==> src/design/fde_pkg.sv <==
// shared types and constants for the fraction decimal expander
// used by fde_ctrl, fde_dp and fraction_decimal_expander
package fde_pkg;

  localparam int unsigned DataW        = 20;
  localparam int unsigned CountW       = 7;
  localparam int unsigned MAX_DIGITS   = 63;
  localparam int unsigned OperandLimit = 1000000;
  localparam int unsigned DigitW       = 4;
  localparam int unsigned WideW        = DataW + DigitW;
  localparam int unsigned StepW        = 5;

  // one restoring step per quotient bit
  localparam logic [StepW-1:0] IntLastStep = StepW'(DataW - 1);
  localparam logic [StepW-1:0] DigLastStep = StepW'(DigitW - 1);

  typedef enum logic {
    KIND_QUOT  = 1'b0,
    KIND_DIGIT = 1'b1
  } kind_t;

  typedef enum logic [2:0] {
    ST_IDLE,
    ST_INT_DIV,
    ST_EMIT_INT,
    ST_DIG_DIV,
    ST_EMIT_DIG
  } state_t;

  typedef struct packed {
    logic  load_int;
    logic  load_dig;
    logic  step;
    logic  emit;
    kind_t kind;
    logic  last;
  } dp_cmd_t;

  typedef struct packed {
    logic in_ok;
  } dp_stat_t;

endpackage

==> src/design/fde_ctrl.sv <==
// controller state machine: sequences the integer division and digit steps
// depends on fde_pkg
module fde_ctrl import fde_pkg::*; (
  input  logic              clk,
  input  logic              rst_n,
  input  logic              start,
  input  logic [CountW-1:0] in_digit_count,
  input  dp_stat_t          stat,
  output dp_cmd_t           cmd,
  output logic              busy
);

  state_t              state_r, state_nxt;
  logic [StepW-1:0]    step_r, step_nxt;
  logic [CountW-1:0]   left_r, left_nxt;

  always_ff @(posedge clk) begin
    if (!rst_n) begin
      state_r <= ST_IDLE;
      step_r  <= '0;
      left_r  <= '0;
    end else begin
      state_r <= state_nxt;
      step_r  <= step_nxt;
      left_r  <= left_nxt;
    end
  end

  // next state
  always_comb begin
    state_nxt = state_r;
    step_nxt  = step_r;
    left_nxt  = left_r;
    case (state_r)
      ST_IDLE: begin
        if (start && stat.in_ok) begin
          state_nxt = ST_INT_DIV;
          step_nxt  = IntLastStep;
          left_nxt  = in_digit_count;
        end
      end
      ST_INT_DIV: begin
        if (step_r == '0) begin
          state_nxt = ST_EMIT_INT;
        end else begin
          step_nxt = step_r - 1'b1;
        end
      end
      ST_EMIT_INT: begin
        state_nxt = ST_DIG_DIV;
        step_nxt  = DigLastStep;
      end
      ST_DIG_DIV: begin
        if (step_r == '0) begin
          state_nxt = ST_EMIT_DIG;
        end else begin
          step_nxt = step_r - 1'b1;
        end
      end
      ST_EMIT_DIG: begin
        if (left_r == CountW'(1)) begin
          state_nxt = ST_IDLE;
        end else begin
          state_nxt = ST_DIG_DIV;
          step_nxt  = DigLastStep;
          left_nxt  = left_r - 1'b1;
        end
      end
      default: begin
        state_nxt = ST_IDLE;
      end
    endcase
  end

  // outputs
  always_comb begin
    cmd  = '{load_int: 1'b0, load_dig: 1'b0, step: 1'b0, emit: 1'b0,
             kind: KIND_QUOT, last: 1'b0};
    busy = 1'b1;
    case (state_r)
      ST_IDLE: begin
        busy         = 1'b0;
        cmd.load_int = start && stat.in_ok;
      end
      ST_INT_DIV: begin
        cmd.step = 1'b1;
      end
      ST_EMIT_INT: begin
        cmd.emit     = 1'b1;
        cmd.kind     = KIND_QUOT;
        cmd.load_dig = 1'b1;
      end
      ST_DIG_DIV: begin
        cmd.step = 1'b1;
      end
      ST_EMIT_DIG: begin
        cmd.emit     = 1'b1;
        cmd.kind     = KIND_DIGIT;
        cmd.last     = (left_r == CountW'(1));
        cmd.load_dig = (left_r != CountW'(1));
      end
      default: begin
        busy = 1'b1;
      end
    endcase
  end

endmodule

==> src/design/fde_dp.sv <==
// datapath: operand check, restoring divider shared by quotient and digits,
// result register; depends on fde_pkg
module fde_dp import fde_pkg::*; (
  input  logic              clk,
  input  logic              rst_n,
  input  logic [DataW-1:0]  in_dividend,
  input  logic [DataW-1:0]  in_divisor,
  input  logic [CountW-1:0] in_digit_count,
  input  dp_cmd_t           cmd,
  output dp_stat_t          stat,
  output logic              out_valid,
  output logic              out_kind,
  output logic [DataW-1:0]  out_value,
  output logic              out_last
);

  logic [DataW-1:0] acc_r, acc_nxt;
  logic [DataW-1:0] q_r, q_nxt;
  logic [DataW-1:0] den_r, den_nxt;
  logic             valid_r;
  logic             kind_r;
  logic [DataW-1:0] value_r;
  logic             last_r;

  logic [DataW:0]   trial;
  logic             fits;
  logic [WideW-1:0] wide;

  always_comb begin
    stat.in_ok = (in_dividend != '0) && (in_divisor != '0) && (in_digit_count != '0)
              && (in_dividend <= DataW'(OperandLimit))
              && (in_divisor <= DataW'(OperandLimit))
              && (in_digit_count <= CountW'(MAX_DIGITS));
  end

  // remainder times ten
  assign wide  = ({{DigitW{1'b0}}, acc_r} << 3) + ({{DigitW{1'b0}}, acc_r} << 1);
  assign trial = {acc_r, q_r[DataW-1]};
  assign fits  = trial >= {1'b0, den_r};

  always_comb begin
    acc_nxt = acc_r;
    q_nxt   = q_r;
    den_nxt = den_r;
    if (cmd.load_int) begin
      acc_nxt = '0;
      q_nxt   = in_dividend;
      den_nxt = in_divisor;
    end else if (cmd.load_dig) begin
      // top bits of ten times remainder stay below the divisor
      acc_nxt = wide[WideW-1:DigitW];
      q_nxt   = {wide[DigitW-1:0], {(DataW-DigitW){1'b0}}};
    end else if (cmd.step) begin
      acc_nxt = fits ? DataW'(trial - {1'b0, den_r}) : trial[DataW-1:0];
      q_nxt   = {q_r[DataW-2:0], fits};
    end
  end

  always_ff @(posedge clk) begin
    acc_r <= acc_nxt;
    q_r   <= q_nxt;
    den_r <= den_nxt;
    if (cmd.emit) begin
      kind_r  <= cmd.kind;
      last_r  <= cmd.last;
      value_r <= (cmd.kind == KIND_QUOT) ? q_r
                                         : {{(DataW-DigitW){1'b0}}, q_r[DigitW-1:0]};
    end
  end

  always_ff @(posedge clk) begin
    if (!rst_n) begin
      valid_r <= 1'b0;
    end else begin
      valid_r <= cmd.emit;
    end
  end

  assign out_valid = valid_r;
  assign out_kind  = kind_r;
  assign out_value = value_r;
  assign out_last  = last_r;

endmodule

==> src/design/fraction_decimal_expander.sv <==
// decimal expansion of dividend / divisor: integer quotient then fractional digits
// quotient word after ST_INT_DIV and ST_EMIT_INT, each digit word after ST_DIG_DIV
// and ST_EMIT_DIG; a rejected start leaves it idle, no start is taken while busy;
// restoring divider: one bit per cycle, 20 steps for the quotient, 4 per digit
// synchronous active-low reset clears controller and strobe; receiver cannot stall
module fraction_decimal_expander import fde_pkg::*; (
  input  logic              clk,
  input  logic              rst_n,
  input  logic              start,
  output logic              busy,
  input  logic [DataW-1:0]  in_dividend,
  input  logic [DataW-1:0]  in_divisor,
  input  logic [CountW-1:0] in_digit_count,
  output logic              out_valid,
  output logic              out_kind,
  output logic [DataW-1:0]  out_value,
  output logic              out_last
);

  dp_cmd_t  cmd;
  dp_stat_t stat;

  fde_ctrl u_ctrl (
    .clk            (clk),
    .rst_n          (rst_n),
    .start          (start),
    .in_digit_count (in_digit_count),
    .stat           (stat),
    .cmd            (cmd),
    .busy           (busy)
  );

  fde_dp u_dp (
    .clk            (clk),
    .rst_n          (rst_n),
    .in_dividend    (in_dividend),
    .in_divisor     (in_divisor),
    .in_digit_count (in_digit_count),
    .cmd            (cmd),
    .stat           (stat),
    .out_valid      (out_valid),
    .out_kind       (out_kind),
    .out_value      (out_value),
    .out_last       (out_last)
  );

endmodule
==> config.mk <==
export PLATFORM = sky130hd
export DESIGN_NAME = fraction_decimal_expander
export DESIGN_NICKNAME = d
export VERILOG_FILES = /design/src/design/fde_pkg.sv /design/src/design/fde_ctrl.sv /design/src/design/fde_dp.sv /design/src/design/fraction_decimal_expander.sv
export SDC_FILE = /design/constraint.sdc
export NUM_CORES = 1
export LEC_CHECK = 0
export BUFFER_PORTS_ARGS = -buffer_cell sky130_fd_sc_hd__buf_2
export CAP_MARGIN = 30
export CORE_ASPECT_RATIO = 0.6
export CORE_MARGIN = 2
export CORE_UTILIZATION = 40
export DETAILED_ROUTE_END_ITERATION = 8
export SLEW_MARGIN = 20
export SYNTH_ARGS = -nofsm -noshare
export SYNTH_HDL_FRONTEND = slang
export SYNTH_SLANG_ARGS = --single-unit
==> constraint.sdc <==
create_clock -name clk -period 4.4 [get_ports clk]
set_input_delay 0.22 -clock clk [delete_from_list [all_inputs] [get_ports clk]]
set_output_delay 0.22 -clock clk [all_outputs]
set_load 0.02 [all_outputs]
==> run summary, run 1 <==
Outcome: finished, final reports clean
Combinational group share of total power: 50.5%
Largest net degree at the start of global routing: 39
H-tree depth: 3
Setup TNS: 0 ns
Root buffer cell: clkbuf_16
Final Util: 46.4%
Count of final setup violators: 0
Net Sw Frac: 43.2%
Leakage Power: 2.90 nW
R2r worst-path depth: 11
WL final: 16700 µm
Tmin final: 3.51 ns
Cells after Synth: 653
Post-synth EDFFs: 62
Placed instance area: 0.00675 mm²
Dpl hpwl: 13000 µm
Mapped Avg Cell Area: 9.43 µm²
DR pass1 iterations: 5
IO Port Bufs: 73
Crit end category: flop
M1 wire length: 9410 µm
WP data arrival: 3.78 ns
PwrDens: 680 mW/mm²
# rows: 35
Final Wtd Congestion: 0.882
Cts hold-fix bufs: 0
Final Slew Violations: 0
Clock power share: 17.1%
Number of synthesized register bits: 98
Setup Buffers After CTS: 0
Area Overhead vs Synth: 14.5%
Sequential area share after synthesis: 41.9%
Max Cap Viol: 0
CP max stage delay: 0.52 ns
Clock Skews: 0.00511 ns
Hold Vio Cnt, Final: 0
CTS max path bufs: 2
CTS clock-pin slew for the worst setup and hold paths: 0.07 ns
Routed Antenna Nets: 0
Reg-to-reg endpoint: u_dp.acc_r[17]
Nets: 814
GRT Util Overall: 20.6%
Hold endpoint: u_dp.den_r[3]
Io pins: 74
Die Area: 0.0164 mm²
Yosys cell types: 67
Starting density of the core: 40.5%
GRT overflow: 0
Die Ht: 100 µm
Async SR Flop Fraction: 0%
VDD IR max: 0.000259 V
Unrepaired setup endpoints after global routing: false
CTS tree: yes
DRC violations left: 0
Hold_sp: in_divisor[3]
Clk Latency, worst-skew pair: 0.34 ns
Met2 wire length: 6140 µm
Fmax: 0.285 GHz
Top_reg_cell synth: edfxtp_1
Met3 WL: 1090 µm
First-pass GRT wire length: 26200 µm
Hold crit path type: input pin to flop
Highest metal used: met4
Synthesis warning total: 0
Iteration-0 DRC Markers: 626
CP max stage cell: or4b_4
Hold path cells: 1
WP buf/inv: 0
Share of layout cells above drive strength 1: 16.1%
Sequential share of power: 32.5%
Avg WL per Cell: 18.0 µm
Inserted Clock Buffers: 9
Design Area, Final: 0.00705 mm²
Crit share post-route: 79.8%
P_sw: 2.07 mW
Syn_nets: 746
Worst EP required: 4.67 ns
Internal: 2.72 mW
Reg2Reg Setup Slack: 0.89 ns
Critical path class: flop to flop
Slew headroom: 45.2%
Worst R2R Start: u_dp.acc_r[0]
Total power: 4.79 mW
Top Family by Delay on Critical Path: simple AND/OR/NAND/NOR gates
Crit-path cells: ha_1 -> fa_1 -> a21oi_2 -> nor2_1 -> or4b_4 -> a211oi_2 -> o21ai_1 -> o41a_1 -> and3_4 -> or4_1 -> a31oi_1
Vias in the first global route: 4769
Resized cells post-CTS: 0
Drt via density: 5.63
Initial antenna violation count: 0
Startpoint Class: flop
# clock sinks: 98
Ant diodes: 0
Routed via count: 5230
Worst slew pin tran: 0.821 ns
Die X: 164 µm
Synth Cell Area: 0.00616 mm²
Core ar.: 0.0152 mm²
CP Max Fanout: 4
cell usage after synthesis (4+ instances only):
cell / number / share of area [%]
nor4_1: 8 / 0.81
nor2b_1: 11 / 1.1
nand2b_1: 13 / 1.3
nor2_1: 55 / 3.4
a31oi_1: 6 / 0.61
xnor2_1: 18 / 2.6
mux2i_1: 6 / 0.98
a211oi_1: 11 / 1.3
nand3_1: 12 / 0.98
nor3_1: 26 / 2.1
o21bai_1: 6 / 0.73
a22o_1: 17 / 2.4
dfxtp_1: 36 / 12
and3_1: 4 / 0.41
clkbuf_1: 17 / 1.0
inv_1: 33 / 2.0
ha_1: 41 / 8.3
and4_1: 6 / 0.85
edfxtp_1: 62 / 30
xor2_1: 10 / 1.4
o21ai_0: 50 / 4.1
buf_2: 6 / 0.49
a22oi_1: 4 / 0.49
o21a_1: 6 / 0.73
or4_1: 7 / 0.85
a21o_1: 9 / 1.1
or3_1: 7 / 0.71
and2_1: 22 / 2.2
o31a_1: 4 / 0.57
a21oi_1: 47 / 3.8
nand2_1: 36 / 2.2
worst register-to-register path, cell delays in order, from the launching register on:
cell	delay [ns]
dfxtp_1	0.36
ha_1	0.25
fa_1	0.43
a21oi_2	0.17
nor2_1	0.09
or4b_4	0.52
a211oi_2	0.31
o21ai_1	0.14
o41a_1	0.35
and3_4	0.19
or4_1	0.49
a31oi_1	0.14
flip-flops by register name (all words and copies together), names as in the netlist, 3 cells and up:
name and count:
u_dp.acc_r 20, u_dp.den_r 20, u_dp.out_value 20, u_dp.q_r 20
u_ctrl.left_r 7, u_ctrl.step_r 5, u_ctrl.state_r 3
per-stage QoR:
step / std cells / hold WS (ns) / setup slack (ns)
floorplan: 653 / 0.319 / 1.20
global placement: 913 / 0.407 / 0.938
detailed placement: 913 / 0.411 / 0.849
CTS: 929 / 0.0489 / 0.914
global route: 929 / 0.0469 / 0.649
finish: 929 / 0.0611 / 0.890
power groups by stage:
stage / Clock (mW) / Sequential, mW / Combinational (mW)
floorplan: 0 / 1.46 / 1.77
global placement: 0 / 1.55 / 2.31
detailed placement: 0 / 1.56 / 2.35
CTS: 0.839 / 1.54 / 2.37
global route: 0.877 / 1.57 / 2.67
finish: 0.818 / 1.56 / 2.42
how the worst max path moves through the flow:
stage,from,end,slack (ns),depth (start not counted)
CTS,u_dp.acc_r[2],u_dp.acc_r[17],0.91,11
detailed placement,in_divisor[10],u_dp.q_r[15],0.85,9
finish,u_dp.acc_r[0],u_dp.acc_r[17],0.89,11
global placement,in_divisor[10],u_dp.q_r[10],0.94,9
global route,u_dp.den_r[1],u_dp.acc_r[14],0.65,11
floorplan,u_dp.acc_r[0],u_dp.acc_r[17],1.20,11
routing by layer:
| layer | global-route usage, % | vias to the layer above |
|---|---|---|
| met5 | 0 | - |
| met4 | 3.78 | 0 |
| met3 | 3.80 | 9 |
| met2 | 25.2 | 167 |
| met1 | 35.8 | 2479 |
| li1 | - | 2575 |
layout make-up:
class	count	area (µm²)
fill	1425	8140
multi-input combinational	497	3360
sequential	98	2580
timing repair buffer	81	425
tap	203	254
clock buffer	9	225
inverter	34	128
clock inverter	7	83.8
kinds of logic after synthesis:
kind of cell | count (synthesis) | synth area share [%]
fa+ha+maj | 43 | 8.98
simple gates | 224 | 19.2
flops | 98 | 41.9
mux | 7 | 1.16
compound gates | 195 | 21.0
buf+inv | 58 | 3.78
xor+xnor | 28 | 3.98
placed cells by master, fill, tap and decap left out, types with 4 or more instances in the layout:
cell,Yosys,layout
buf_2,6,73
edfxtp_1,62,62
nor2_1,55,55
o21ai_0,50,50
a21oi_1,47,46
ha_1,41,41
nand2_1,36,36
dfxtp_1,36,36
inv_1,33,33
nor3_1,26,26
and2_1,22,22
xnor2_1,18,18
a22o_1,17,17
nand2b_1,13,13
nand3_1,12,12
a211oi_1,11,11
nor2b_1,11,11
xor2_1,10,10
a21o_1,9,9
clkbuf_16,0,9
nor4_1,8,8
buf_4,0,8
or3_1,7,7
or4_1,7,7
and4_1,6,6
o21a_1,6,6
mux2i_1,6,6
o21bai_1,6,6
a31oi_1,6,5
a21oi_2,3,4
o31a_1,4,4
and3_1,4,4
a22oi_1,4,4
(Power assumes the default switching activity.)
==> run 2: changes to the inputs <==
- clock period: 4.4 -> 2.9 ns (I/O delays scaled with it)
==> run summary, run 2 (synthesis results as in run 1) <==
Outcome: complete, but fails checks
Failing checks: negative setup slack
CTS max path bufs: 2
Share of layout cells above drive strength 1: 24.4%
DRC violations left: 0
Pre-CTS WS: -0.315 ns
Area Overhead vs Synth: 26.5%
Layout Cells excl Fill: 1003
VDD IR max: 0.000414 V
P_sw: 3.37 mW
GRT overflow: 0
Clock Skews: 0.0119 ns
Fmax: 0.314 GHz
Die X: 164 µm
Startpoint Class: flop
Crit. Startpoint: u_dp.acc_r[2]
Post-Place Cells: 971
CP max stage delay: 0.55 ns
Die Ht: 100 µm
Final Slew Violations: 0
# clock sinks: 98
WL final: 17800 µm
Clock power share: 14.9%
Commonest non-fill, non-tap cell in the layout: buf_2
Io pins: 74
Setup ws final: -0.287 ns
First-pass GRT wire length: 27800 µm
CTS tree: yes
Drt via density: 5.59
Unrepaired setup endpoints after global routing: true
Starting density of the core: 40.5%
Count of final setup violators: 1
WP buf/inv: 0
Top Family by Delay on Critical Path: simple AND/OR/NAND/NOR gates
Leakage Power: 3.28 nW
Slew headroom: 63.0%
Clk Latency, worst-skew pair: 0.35 ns
Routed via count: 5611
Worst EP required: 3.18 ns
Avg WL per Cell: 17.8 µm
Die Area: 0.0164 mm²
Vias in the first global route: 5195
# rows: 35
Worst slew pin tran: 0.552 ns
Core ar.: 0.0152 mm²
Dpl hpwl: 13500 µm
Initial antenna violation count: 0
PwrDens: 1020 mW/mm²
Ant diodes: 0
CP Max Fanout: 2
Final Wtd Congestion: 0.906
Max Cap Viol: 0
IO Port Bufs: 73
Critical path class: flop to flop
Most frequent cells in the layout: buf_2, buf_4, edfxtp_1, nor2_1
DR pass1 iterations: 5
Hold Vio Cnt, Final: 0
Internal: 4.60 mW
CTS clock-pin slew for the worst setup and hold paths: 0.08 ns
Crit-path cells: ha_4 -> fa_2 -> a21oi_4 -> nor2_2 -> or4b_4 -> a211oi_4 -> o21ai_2 -> o41a_1 -> and3_4 -> or4_1 -> a31oi_1
# fillers: 1421
Tmin final: 3.19 ns
Crit end category: flop
Nets: 888
Inserted Clock Buffers: 9
H-tree depth: 3
Sequential share of power: 28.0%
Worst R2R Start: u_dp.acc_r[2]
GRT Util Overall: 22.0%
Iteration-0 DRC Markers: 597
Final Util: 51.3%
Hold crit path type: input pin to flop
Largest net degree at the start of global routing: 28
Crit share post-route: 110%
Root buffer cell: clkbuf_16
Net Sw Frac: 42.3%
Combinational group share of total power: 57.1%
Hold_sp: in_divisor[15]
CP max stage cell: or4b_4
WP data arrival: 3.47 ns
Routed Antenna Nets: 0
run 2: cell types whose count changed in the layout (fill, tap and decap cells not counted), moves of 3 or more:
cell	before	now
a21oi_1	46	43
o21ai_1	2	6
buf_12	0	4
dlygate4sd3_1	0	15
o21ai_2	0	3
buf_4	8	63
o21ai_0	50	43
run 2: what timing repair did:
| action | CTS | global route |
|---|---|---|
| pin swaps | 4 | 2 |
| endpoints found under the hold margin | 15 | 0 |
| setup buffers | 1 | 0 |
| hold buffers | 15 | 0 |
| gates resized for setup | 2 | 28 |
| setup endpoints to repair | 7 | 16 |
| gates cloned | 0 | 0 |
run 2: stage by stage:
stage / hold WS (ns) / power, mW / area, µm² / setup TNS (ns)
finish: 0.00997 / 7.98 / 7790 / -0.287
global route: 0.0106 / 8.49 / 7790 / -0.487
CTS: 0.0000392 / 7.76 / 7700 / -0.322
detailed placement: 0.336 / 6.50 / 7250 / -0.590
global placement: 0.330 / 6.38 / 7250 / -0.306
floorplan: 0.244 / 4.92 / 6180 / -0.159
run 2: path summary, 6_finish.rpt:
| path | to | slack [ns] | depth (start not counted) |
|---|---|---|---|
| min | u_dp.den_r[15] | 0.01 | 1 |
| max | u_dp.acc_r[17] | -0.29 | 11 |
| min reg2reg | u_dp.out_value[2] | 0.47 | 0 |
| max reg2reg | u_dp.acc_r[17] | -0.29 | 11 |
run 2: worst reg2reg max path, stage by stage (launching register included):
cell and delay [ns]:
dfxtp_4 0.36, ha_4 0.16, fa_2 0.40, a21oi_4 0.17, nor2_2 0.06, or4b_4 0.55
a211oi_4 0.25, o21ai_2 0.10, o41a_1 0.33, and3_4 0.19, or4_1 0.40, a31oi_1 0.16
run 2: final cells by class:
cell class                      count  area [µm²]  share of cell area, %
Clock buffer                        9         225                   2.89
Clock inverter                      7        58.8                  0.755
Inverter                           34         128                   1.64
Multi-Input combinational cell    497        3470                   44.5
Sequential cell                    98        2590                   33.2
Tap cell                          203         254                   3.26
Timing Repair Buffer              155        1070                   13.7
run 2: power by group through the flow:
stage	Combinational, mW	Clock, mW	Sequential (mW)
final	4.56	1.19	2.23
after global routing	4.97	1.26	2.26
after CTS	4.33	1.22	2.21
after detailed placement	4.26	0	2.24
after global placement	4.15	0	2.23
after floorplan	2.70	0	2.23
run 2: per-layer routing:
metal | GRT usage, % | up-vias | share of wire, %
li1 | - | 2719 | -
met2 | 29.8 | 211 | 39
met5 | 0 | - | 0
met4 | 3.91 | 0 | 0.85
met1 | 36.3 | 2666 | 53
met3 | 3.47 | 15 | 7.6
==> run 3: changes to the inputs <==
- CELL_PAD_IN_SITES_DETAIL_PLACEMENT: not set -> 2
- CELL_PAD_IN_SITES_GLOBAL_PLACEMENT: not set -> 2
- CORE_UTILIZATION: 40 -> 33
- PLACE_DENSITY_LB_ADDON: not set -> 0.1
- RECOVER_POWER: not set -> 50
==> run summary, run 3 (synthesis results as in run 1) <==
GRT Max-Usage Layer: met2
IO Port Bufs: 73
Critical path class: flop to flop
Fmax: 0.312 GHz
GRT Util Overall: 24.3%
Tmin final: 3.21 ns
Die X: 180 µm
CTS clock-pin slew for the worst setup and hold paths: 0.07 ns
Unrepaired setup endpoints after global routing: true
Most frequent cells in the layout: buf_4, edfxtp_1, nor2_1, a21oi_1, o21ai_0
Starting density of the core: 33.9%
Max Cap Viol: 1
# clock sinks: 98
Dpl hpwl: 18400 µm
Avg WL per Cell: 23.3 µm
Crit-path cells: ha_4 -> fa_2 -> a21oi_2 -> nor2_1 -> or4b_4 -> a211oi_4 -> o21ai_2 -> o41a_1 -> and3_4 -> or4_1 -> a31oi_1
Routed Antenna Nets: 0
GRT overflow: 0
Pre-CTS WS: -0.331 ns
WL final: 24500 µm
Inserted Clock Buffers: 9
Nets: 902
Final Util: 44.4%
Die Ht: 110 µm
First-pass GRT wire length: 36600 µm
CP Max Fanout: 2
Crit end category: flop
Hold path cells: 1
Ant diodes: 0
Worst EP required: 3.17 ns
Routed via count: 5806
Clock Skews: 0.00860 ns
WP buf/inv: 0
Hold Vio Cnt, Final: 0
Initial antenna violation count: 1
Vias in the first global route: 6275
Io pins: 74
PwrDens: 1100 mW/mm²
Largest net degree at the start of global routing: 27
Top Family by Delay on Critical Path: simple AND/OR/NAND/NOR gates
Outcome: complete, but fails checks
VDD IR max: 0.000351 V
Setup ws final: -0.306 ns
Share of layout cells above drive strength 1: 23.6%
Commonest non-fill, non-tap cell in the layout: buf_4
Final Slew Violations: 0
Met2 Usage GRT: 40.2%
Crit share post-route: 111%
DRC violations left: 0
Post-Place Cells: 1024
Die Area: 0.0198 mm²
CP max stage delay: 0.55 ns
Iteration-0 DRC Markers: 299
Layout Cells excl Fill: 1053
Grt met3 use: 4.34%
Drt via density: 5.51
Root buffer cell: clkbuf_16
Count of final setup violators: 3
Clk Latency, worst-skew pair: 0.36 ns
Worst slew pin tran: 1.49 ns
Total power: 8.86 mW
DR pass1 iterations: 5
Area Overhead vs Synth: 31.1%
# rows: 38
Leakage Power: 3.29 nW
Startpoint Class: flop
Final Wtd Congestion: 0.862
Core ar.: 0.0182 mm²
Critical path depth: 11
CTS tree: yes
H-tree depth: 3
Failing checks: max-capacitance violations, negative setup slack
Hold crit path type: input pin to flop
Slew headroom: 0.702%
GR Layer Usage met1: 34.2%
WP data arrival: 3.48 ns
R2r worst-path depth: 11
CP max stage cell: or4b_4
CTS max path bufs: 2
# fillers: 2027
==> run 3: changes by cell type in the layout (fill, tap and decap cells not counted), sizes merged, moves of 2 or more <==
cell	before	now
buf	140	118
clkinv	4	1
dlygate4sd3	15	8
bufinv	0	2
clkbuf	9	52
==> run 3: stage by stage <==
| step | hold slack (ns) | TNS, ns | area (µm²) |
|---|---|---|---|
| after floorplan | 0.244 | -0.159 | 6180 |
| after global placement | 0.333 | -18.28 | 7420 |
| after detailed placement | 0.337 | -12.29 | 7420 |
| after CTS | 0.00300 | -0.282 | 7910 |
| after global routing | 0.0693 | -1.55 | 8070 |
| final | 0.0680 | -0.333 | 8070 |
==> run 3: path summary, 6_finish.rpt <==
check	from	endpoint	slack (ns)
setup / recovery	u_dp.acc_r[0]	u_dp.acc_r[17]	-0.31
hold / removal	in_divisor[8]	u_dp.den_r[8]	0.07
setup reg to reg	u_dp.acc_r[0]	u_dp.acc_r[17]	-0.31
hold reg to reg	u_dp.q_r[3]	u_dp.out_value[3]	0.50
==> run 3: metal layers <==
| metal | up-vias | part of all wire, % |
|---|---|---|
| met2 | 119 | 45 |
| li1 | 2731 | - |
| met5 | - | 0 |
| met1 | 2942 | 50 |
| met4 | 0 | 0.84 |
| met3 | 14 | 3.8 |
==> run 3: what timing repair did <==
action                                  4_1_cts  5_1_grt
endpoints found under the setup margin       21       19
gates resized for setup                      19       38
endpoints found under the hold margin         8        0
buffers inserted                              1        3
hold buffers                                  8        0
cloned                                        0        2
pin swaps                                     4       13
==> run 3: cell type report <==
cell class	count	area (µm²)	share of cell area, %
clock inverters	6	97.6	1.21
well taps	240	300	3.72
inverters	34	128	1.58
clock buffers	9	225	2.79
multi-input cells	497	3580	44.3
flip-flops and latches	98	2590	32.1
repair buffers	169	1150	14.3
==> run 3: where the power goes <==
group,internal (mW),switching [mW]
Clock,0.768,0.587
Sequential,1.95,0.303
Combinational,2.36,2.90
